$ cat config.mk
export PLATFORM = sky130hd
export DESIGN_NAME = dpgc_ram
export DESIGN_NICKNAME = d
export VERILOG_FILES = /design/src/rtl/core/dpgc_ram.sv
export SDC_FILE = /design/constraint.sdc
export NUM_CORES = 1
export LEC_CHECK = 0
export BUFFER_PORTS_ARGS = -buffer_cell sky130_fd_sc_hd__buf_2
export CORE_ASPECT_RATIO = 0.5
export CORE_MARGIN = 2
export CORE_UTILIZATION = 30
export CTS_BUF_LIST = sky130_fd_sc_hd__clkbuf_2
export CTS_CLUSTER_DIAMETER = 50
export DETAILED_ROUTE_END_ITERATION = 7
export REMOVE_ABC_BUFFERS = 1
export SKIP_LAST_GASP = 1
export SYNTH_ARGS = -nofsm -noshare
export SYNTH_HDL_FRONTEND = slang
export SYNTH_SLANG_ARGS = --single-unit
$ cat constraint.sdc
create_clock -name clock -period 1.59 [get_ports clock]
set_input_delay 0.0795 -clock clock [delete_from_list [all_inputs] [get_ports clock]]
set_output_delay 0.0795 -clock clock [all_outputs]
set_load 0.01 [all_outputs]
$ cat src/rtl/core/dpgc_ram.sv
// Single-port-write, single-port-read synchronous RAM with registered read data.
module dpgc_ram #(
   parameter int WIDTH  = 8,
   parameter int ADDR_W = 4
) (
   input  logic              clock,
   input  logic              wr_en,
   input  logic [ADDR_W-1:0] wr_addr,
   input  logic [WIDTH-1:0]  wr_data,
   input  logic              rd_en,
   input  logic [ADDR_W-1:0] rd_addr,
   output logic [WIDTH-1:0]  rd_data
);

   logic [WIDTH-1:0] mem [2**ADDR_W];
   logic [WIDTH-1:0] rd_data_ff;

   always_ff @(posedge clock) begin
      if (wr_en) begin
         mem[wr_addr] <= wr_data;
      end
      if (rd_en) begin
         rd_data_ff <= mem[rd_addr];
      end
   end

   assign rd_data = rd_data_ff;

endmodule

==> results.yml, run 1 <==
layout:
  drive_above_1_share: 0.342
  regArea_mm2: 0.00408
  diodes: 0
  area_growth_pct: 19.2
  fillers: 1576
  final_cells: 550
  final_nets: 322
  multi_input_area_mm2: 0.00109
  fin_util: 0.362
timing:
  rsz0062_at_grt: "true"
  clock_skew_ns: 0.0269
  min_period_ns: 1.52
  max_freq_mhz: 659
  min_period_over_period: 0.954
  finalHoldViolCount: 0
  slew_headroom: 0.718
  report.final.slew_viol_count: 0
  worst_pin_slew_ns: 0.422
  setup_violations: 0
  tns_ns: 0
clocking:
  cts_buffers: 17
  clkSinkCount: 136
  cts_tree: "yes"
  path_clk_slew_ns: 0.19
  clockBufferDepth: 2
  clk-insertion-delay-late_ns: 0.66
  root_buffer: "clkbuf_2"
  htreeDepth: 4
  post-cts-setup-buffers: 0
floorplanning:
  coreArea_mm2: 0.0172
  dieArea_mm2: 0.0186
  die_w_um: 191
  initial_core_util: 0.303
  die_y_um: 97.3
  ios: 27
  rows: 34
synth:
  synth_edf_count: 136
  yosysMostFrequentCell: "edfxtp_1"
  synth-main-ff-cell: "edfxtp_1"
  ys_seq_area_frac: 0.781
  avgSynthCellArea_um2: 22.8
  synth_cell_types: 18
  synth_cells: 229
  ys_warn_count: 0
  ys_async_sr_fraction: 0
  synth-seq-cells: 136
  synth.top_cells.by_count: "edfxtp_1, mux4_2, a22oi_1"
  synth.area.top_cells: "edfxtp_1, mux4_2, mux4_1"
  synthesis.area_mm2: 0.00523
  synth_top_area_frac: 0.781
  yosysTopAreaCell: "edfxtp_1"
power:
  cellPowerDensity_mw_per_mm2: 1080
  max-vdd-ir-drop_mv: 0.466
  leakage_nw: 2.07
drt:
  wl_mm: 9.98
  routed_via_density: 4.61
  drtIter0Drc: 213
  drt_first_pass_iters: 4
  drc: 0
  vias: 2534
  ant_nets: 0
  wl_per_cell_um: 18.1
placement:
  dp.cells: 505
  hpwl_mm: 6.82
  routabilityCongestion: 0.680
  port_buffers: 26
outcome:
  outcome: "completed"
global_routing:
  grt_pass1_wl_mm: 15.4
  grt_max_degree: 19
  grt_antenna_before_repair: 0
  track_usage: 0.114
  grt_pass1_vias: 2635
  gr-total-overflow: 0
hold_path:
  hold_path.class: "input port to flip-flop"
setup_path:
  crit_path_end_kind: "flip-flop"
  crit_arrival_ns: 1.93
  crit_path_start_kind: "flip-flop"
  cp_max_fo: 1
  path_class: "flip-flop to flip-flop"
  cp.required_ns: 2.00
run:
  drv_cap: 0
-- worst paths after layout --
check / start / end / slack [ns] / cells past startpoint
setup / recovery: mem[2][4]$_DFFE_PP_ / rd_data[4]$_DFFE_PP_ / 0.07 / 4
hold reg to reg: mem[13][7]$_DFFE_PP_ / rd_data[7]$_DFFE_PP_ / 0.79 / 3
hold / removal: wr_addr[2] / mem[7][6]$_DFFE_PP_ / 0.09 / 4
setup reg to reg: mem[2][4]$_DFFE_PP_ / rd_data[4]$_DFFE_PP_ / 0.07 / 4
-- flip-flops by register name, indices dropped and copies added (netlist names) --
register,cells
rd_data,8
mem,128
-- worst max-delay path, stage by stage, from the launching register on --
cell,delay [ns]
edfxtp_1,0.41
mux4_2,0.47
a22oi_2,0.21
buf_4,0.14
nand2_1,0.05
-- area by class of cell --
| cell class | instances | area share |
|---|---|---|
| Sequential cell | 136 | 0.655 |
| Tap cell | 234 | 0.0470 |
| Timing Repair Buffer | 65 | 0.0791 |
| Multi-Input combinational cell | 83 | 0.175 |
| Clock inverter | 14 | 0.0289 |
| Clock buffer | 18 | 0.0145 |
-- cell families (layout without fill, tap and decap cells) --
logic type | count (synthesis) | in the layout | share of synthesized area
AOI/OAI and AO/OA | 16 | 16 | 0.0230
buffers and inverters | 10 | 97 | 0.0165
DFF | 136 | 136 | 0.781
muxes | 32 | 32 | 0.148
and+or+nand+nor | 35 | 35 | 0.0314
-- metal layers --
layer | GRT usage | routed length (um) | up-vias
li1 | - | - | 1133
met1 | 0.140 | 4340 | 1319
met2 | 0.197 | 5140 | 70
met3 | 0.0307 | 396 | 12
met4 | 0.0370 | 112 | 0
met5 | 0 | 0 | -
-- power by group --
group,leakage (nW),internal [mW],switching (mW)
registers,1.24,4.03,0.0188
clock network,0.159,1.02,1.19
logic,0.679,0.198,0.233
-- what timing repair did --
| action | CTS | global route |
|---|---|---|
| endpoints found under the setup margin | 0 | 7 |
| resized for setup | 0 | 7 |
| hold buffers | 13 | 0 |
| endpoints found under the hold margin | 179 | 0 |
-- through the flow --
step | hold WS [ns] | total power [mW] | area, um^2 | setup slack, ns
finish | 0.0875 | 6.70 | 6230 | 0.0729
floorplan | 0.178 | 4.30 | 5140 | 0.0176
global route | 0.0167 | 6.94 | 6230 | 0.000647
global placement | 0.441 | 4.52 | 5800 | -0.0626
detailed placement | 0.435 | 4.53 | 5800 | -0.0651
CTS | 0.00303 | 6.76 | 6200 | 0.0132
-- cell usage in the layout (no fill, tap or decap), types with 3 or more instances in the layout --
cell type	synthesis	routed
edfxtp_1	136	136
buf_2	3	26
buf_4	1	23
mux4_2	18	18
clkbuf_2	0	18
mux4_1	14	14
nor2_1	13	13
dlygate4sd3_1	0	13
a22oi_1	16	9
nand2_1	9	9
a22oi_2	0	7
nor3_1	4	4
clkinv_2	0	4
bufinv_16	0	4
buf_12	0	3
(Power assumes the default switching activity.)
==> inputs of run 2 (changes only) <==
--- a/config.mk
+++ b/config.mk
@@ -12,7 +12,9 @@
 export CTS_BUF_LIST = sky130_fd_sc_hd__clkbuf_2
 export CTS_CLUSTER_DIAMETER = 50
 export DETAILED_ROUTE_END_ITERATION = 7
+export RECOVER_POWER = 100
 export REMOVE_ABC_BUFFERS = 1
+export SETUP_SLACK_MARGIN = 0.3
 export SKIP_LAST_GASP = 1
 export SYNTH_ARGS = -nofsm -noshare
 export SYNTH_HDL_FRONTEND = slang
==> run 2 against run 1 <==
  * Combinational power fell by 2%
  * Clock skew down 0.0014 ns
  * Wire length is 0.41% higher
  * Critical path type is now input port to flip-flop
  * Largest cell class unchanged
  * Highest routed layer unchanged
==> results.yml, run 2 (synthesis gave the netlist of run 1 again) <==
layout:
  finalInstanceArea_mm2: 0.00612
  diodes: 0
  final_cell_mix: "edfxtp_1, clkbuf_1, mux4_2, clkbuf_2"
  area_growth_pct: 17.1
  fillers: 1618
  final_nets: 322
  layout_commonest_cell: "edfxtp_1"
  largest_register: "mem"
  fin_util: 0.355
  largest_reg_flops: 128
  drive_above_1_share: 0.263
drt:
  drt_first_pass_iters: 4
  drc: 0
  ant_nets: 0
  drtIter0Drc: 221
  wl_mm: 10.0
  vias: 2526
  wl_per_cell_um: 18.2
  routed_via_density: 4.59
setup_path:
  critPathMaxStageDelay_ns: 0.61
  rrSetupSlack_ns: 0.11
  cp.required_ns: 1.90
  r2r_end: "rd_data[4]$_DFFE_PP_"
  cp.buffers_inverters: 3
  crit_slowest_cell: "dlygate4sd3_1"
  cp_max_fo: 8
  path_class: "input port to flip-flop"
  crit_path_start_kind: "input port"
  cp_cell_sequence: "clkbuf_1 -> or3b_2 -> dlygate4sd3_1 -> nor2_1 -> clkbuf_1"
  cp_common_cell: "clkbuf_1"
  path_delay_family: "buffers and inverters"
  r2r_start: "mem[2][4]$_DFFE_PP_"
  crit_path_end_kind: "flip-flop"
  crit_arrival_ns: 1.85
  rr_worst_depth: 4
timing:
  min_period_over_period: 0.965
  min_period_ns: 1.53
  fin_ws_ns: 0.0562
  report.final.slew_viol_count: 0
  max_freq_mhz: 652
  tns_ns: 0
  setup_violations: 0
  rsz0062_at_grt: "true"
  finalHoldViolCount: 0
  clock_skew_ns: 0.0255
  worst_pin_slew_ns: 0.781
  slew_headroom: 0.480
hold_path:
  hp-start: "rd_addr[2]"
  whs_endpoint: "rd_data[7]$_DFFE_PP_"
  hold_path.class: "input port to flip-flop"
  worst_hold_path.num_cells: 5
clocking:
  post-cts-setup-buffers: 0
  clkSinkCount: 136
  clockBufferDepth: 2
  clk-insertion-delay-late_ns: 0.66
  htreeDepth: 4
  cts_tree: "yes"
  cts_buffers: 17
  path_clk_slew_ns: 0.18
  root_buffer: "clkbuf_2"
global_routing:
  grt_pass1_vias: 2637
  grt_pass1_wl_mm: 15.5
  grt_max_degree: 19
  grt_antenna_before_repair: 0
  gr-total-overflow: 0
  track_usage: 0.115
placement:
  port_buffers: 26
  dp_slack_ns: -0.0651
  hpwl_mm: 6.82
  routabilityCongestion: 0.680
  dpl_cell_area_mm2: 0.00580
floorplanning:
  initial_core_util: 0.303
  dieArea_mm2: 0.0186
  ios: 27
  die_w_um: 191
  coreArea_mm2: 0.0172
  rows: 34
  die_y_um: 97.3
run:
  drv_cap: 0
power:
  leakage_nw: 1.92
  max-vdd-ir-drop_mv: 0.454
  cellPowerDensity_mw_per_mm2: 1090
  power_mw: 6.70
outcome:
  outcome: "completed"
==> run 2: where the power goes <==
group	switching (mW)	total (mW)	internal, mW
clock network	1.19	2.22	1.02
registers	0.0200	4.06	4.04
logic	0.236	0.423	0.187
total	1.45	6.70	5.25
==> run 2: routing by layer <==
layer	vias to the layer above	GRT usage	wire, um
met2	76	0.200	5210
met5	-	0	0
met4	0	0.0388	125
li1	1122	-	-
met1	1314	0.139	4260
met3	14	0.0285	422
==> run 2: how the worst max path moves through the flow <==
stage | slack (ns) | end | cells after the start | from
floorplan | 0.02 | mem[0][0]$_DFFE_PP_ | 2 | wr_addr[2]
global placement | -0.06 | rd_data[3]$_DFFE_PP_ | 5 | rd_addr[0]
detailed placement | -0.07 | rd_data[3]$_DFFE_PP_ | 5 | rd_addr[0]
CTS | 0.10 | rd_data[7]$_DFFE_PP_ | 3 | mem[7][7]$_DFFE_PP_
global route | 0.05 | rd_data[5]$_DFFE_PP_ | 3 | mem[9][5]$_DFFE_PP_
finish | 0.06 | mem[3][3]$_DFFE_PP_ | 5 | wr_addr[2]
==> run 2: worst min-delay path: cells and delay by family <==
family          cells  cell delay (ns)
buf+inv             2             0.30
simple gates        2             0.16
compound gates      1             0.10
==> run 2: cell type report <==
| type | instances | area, um^2 | area share |
|---|---|---|---|
| multi-input combinational | 83 | 1060 | 0.174 |
| clock buffer | 18 | 90.1 | 0.0147 |
| sequential | 136 | 4080 | 0.667 |
| clock inverter | 14 | 180 | 0.0294 |
| tap | 234 | 293 | 0.0478 |
| timing repair buffer | 65 | 410 | 0.0670 |
==> run 2: repair_timing <==
action                                  4_1_cts  5_1_grt
resized for setup                            16        2
endpoints found under the hold margin       179        8
hold buffers                                 13        1
endpoints found under the setup margin       16       22
pin swaps                                     7        2
==> run 2: through the flow <==
| step | hold slack (ns) | cells |
|---|---|---|
| 2_1_floorplan | 0.178 | 219 |
| 3_5_place_dp | 0.435 | 505 |
| 3_3_place_gp | 0.441 | 505 |
| 6_report | 0.0892 | 550 |
| 5_1_grt | 0.0482 | 550 |
| 4_1_cts | 0.00303 | 550 |
==> inputs of run 3 (changes only) <==
--- a/config.mk
+++ b/config.mk
@@ -8,10 +8,11 @@
 export BUFFER_PORTS_ARGS = -buffer_cell sky130_fd_sc_hd__buf_2
 export CORE_ASPECT_RATIO = 0.5
 export CORE_MARGIN = 2
-export CORE_UTILIZATION = 30
+export CORE_UTILIZATION = 52
 export CTS_BUF_LIST = sky130_fd_sc_hd__clkbuf_2
 export CTS_CLUSTER_DIAMETER = 50
 export DETAILED_ROUTE_END_ITERATION = 7
+export PLACE_DENSITY = 0.72
 export RECOVER_POWER = 100
 export REMOVE_ABC_BUFFERS = 1
 export SETUP_SLACK_MARGIN = 0.3
==> run 3 against run 2 <==
  * The flow now finishes with violations (negative setup slack)
  * Core utilization rose by 26 points
  * Power decreased by 11%
  * First-iteration DRC count increased by 29%
  * Hold slack is essentially flat
  * Flip-flop and latch count unchanged
  * Sequential share of layout area up 2.7 points
  * Non-clock buffer count did not move
  * Combinational power fell by 1%
  * Register-to-register slack lost 0.09 ns
  * Largest cell class unchanged
  * Largest power group unchanged
==> results.yml, run 3 (synthesis gave the netlist of run 1 again) <==
outcome:
  outcome: "complete, but fails checks"
  violations: "negative setup slack"
power:
  p_sw_mw: 1.32
  switching_share: 0.221
  pwr-share-seq: 0.681
  leakage_nw: 1.90
  clkPwrFrac: 0.249
  cellPowerDensity_mw_per_mm2: 1010
  pwr-share-comb: 0.070
  power_mw: 5.95
  max-vdd-ir-drop_mv: 0.439
  power.internal_mw: 4.64
layout:
  drive_above_1_share: 0.222
  largest_register: "mem"
  diodes: 0
  area_growth_pct: 12.6
  final_cell_mix: "edfxtp_1, clkbuf_1, clkbuf_2, mux4_2"
  final_nets: 322
  largest_reg_flops: 128
  layout_commonest_cell: "edfxtp_1"
setup_path:
  path_class: "input port to flip-flop"
  cp.buffers_inverters: 3
  cp_cell_sequence: "dlygate4sd3_1 -> buf_2 -> or3b_2 -> nor3_1 -> clkbuf_1"
  r2r_start: "mem[1][5]$_DFFE_PP_"
  rrSetupSlack_ns: 0.02
  cp_max_fo: 8
  rr_worst_depth: 3
  crit_path_start_kind: "input port"
  crit_slowest_cell: "dlygate4sd3_1"
  crit_path_end_kind: "flip-flop"
  critPathMaxStageDelay_ns: 0.52
  crit_arrival_ns: 1.92
  path_delay_family: "buffers and inverters"
  cp.required_ns: 1.89
  r2r_end: "rd_data[5]$_DFFE_PP_"
clocking:
  clk-insertion-delay-late_ns: 0.65
  path_clk_slew_ns: 0.16
  htreeDepth: 4
  root_buffer: "clkbuf_2"
  cts_tree: "yes"
  clkSinkCount: 136
  cts_buffers: 17
  clockBufferDepth: 2
floorplanning:
  initial_core_util: 0.544
  dieArea_mm2: 0.0109
  die_y_um: 74.9
  die_w_um: 146
  coreArea_mm2: 0.00960
  ios: 27
  rows: 25
drt:
  wl_mm: 9.61
  wl_met2_mm: 4.40
  vias: 2536
  wl_per_cell_um: 21.3
  drt_first_pass_iters: 4
  routed_via_density: 5.64
  top_layer_used: "met4"
  drtIter0Drc: 284
  ant_nets: 0
  met1_length_mm: 4.47
  wl_met3_um: 672
  drc: 0
timing:
  max_freq_mhz: 620
  tns_ns: -0.122
  finalHoldViolCount: 0
  fin_ws_ns: -0.0242
  worst_pin_slew_ns: 0.743
  rsz0062_at_grt: "true"
  slew_headroom: 0.505
  report.final.slew_viol_count: 0
  min_period_over_period: 1.02
  clock_skew_ns: 0.0185
  setup_violations: 8
  min_period_ns: 1.61
global_routing:
  grt_max_degree: 29
  grt_antenna_before_repair: 0
  grt_pass1_wl_mm: 14.7
  grt_pass1_vias: 2543
  track_usage: 0.193
  gr-total-overflow: 0
placement:
  port_buffers: 26
  routabilityCongestion: 0.758
  hpwl_mm: 6.02
hold_path:
  hp-start: "rd_addr[2]"
  worst_hold_path.num_cells: 5
  whs_endpoint: "rd_data[1]$_DFFE_PP_"
  hold_path.class: "input port to flip-flop"
run:
  drv_cap: 0
==> run 3: final cells by class <==
type	count	area, um^2
clock buffer	24	120
clock inverter	7	30.0
multi-input combinational	83	1060
tap	135	169
fill	682	3710
timing repair buffer	65	422
sequential	136	4080
==> run 3: power groups by stage <==
stage | Clock (mW) | Combinational [mW] | Sequential [mW]
detailed placement | 0 | 0.399 | 4.13
floorplan | 0 | 0.161 | 4.14
CTS | 1.53 | 0.432 | 4.05
global placement | 0 | 0.388 | 4.13
finish | 1.48 | 0.418 | 4.05
global route | 1.69 | 0.450 | 4.06
==> run 3: routing by layer <==
layer  track usage  vias to the layer above
li1              -                     1125
met1         0.274                     1323
met2         0.285                       82
met3        0.0655                        6
met4        0.0773                        0
met5             0                        -
==> run 3: worst max-delay path by stage <==
stage / to / start / depth (start not counted)
2_1_floorplan: mem[0][0]$_DFFE_PP_ / wr_addr[2] / 2
3_3_place_gp: rd_data[6]$_DFFE_PP_ / rd_addr[0] / 6
3_5_place_dp: rd_data[6]$_DFFE_PP_ / rd_addr[0] / 6
4_1_cts: rd_data[6]$_DFFE_PP_ / mem[6][6]$_DFFE_PP_ / 4
5_1_grt: rd_data[6]$_DFFE_PP_ / mem[3][6]$_DFFE_PP_ / 4
6_report: mem[0][0]$_DFFE_PP_ / wr_addr[2] / 5
==> run 3: per-stage QoR <==
| stage | setup slack, ns | instance area [um^2] | hold slack, ns | utilization | cells |
|---|---|---|---|---|---|
| after global placement | -0.144 | 5690 | 0.444 | 0.592 | 406 |
| after floorplan | 0.0176 | 5140 | 0.178 | - | 219 |
| after global routing | -0.0383 | 5890 | 0.0273 | 0.613 | 450 |
| after CTS | 0.0489 | 5970 | 0.0137 | 0.622 | 450 |
| final | -0.0242 | 5890 | 0.0895 | 0.613 | 450 |
| after detailed placement | -0.129 | 5690 | 0.450 | 0.592 | 406 |
==> run 3: repair_timing <==
action                     CTS  global route
setup endpoints to repair   16            16
hold endpoints to repair   176             0
pin swaps                    6             0
buffers inserted             0             0
hold buffers                13             0
gates resized for setup      7             0
==> run 3: worst register-to-register path, cell delays in order (launching register included) <==
cell and delay (ns):
edfxtp_1 0.41, mux4_1 0.50, a22oi_1 0.32, nand2_1 0.11
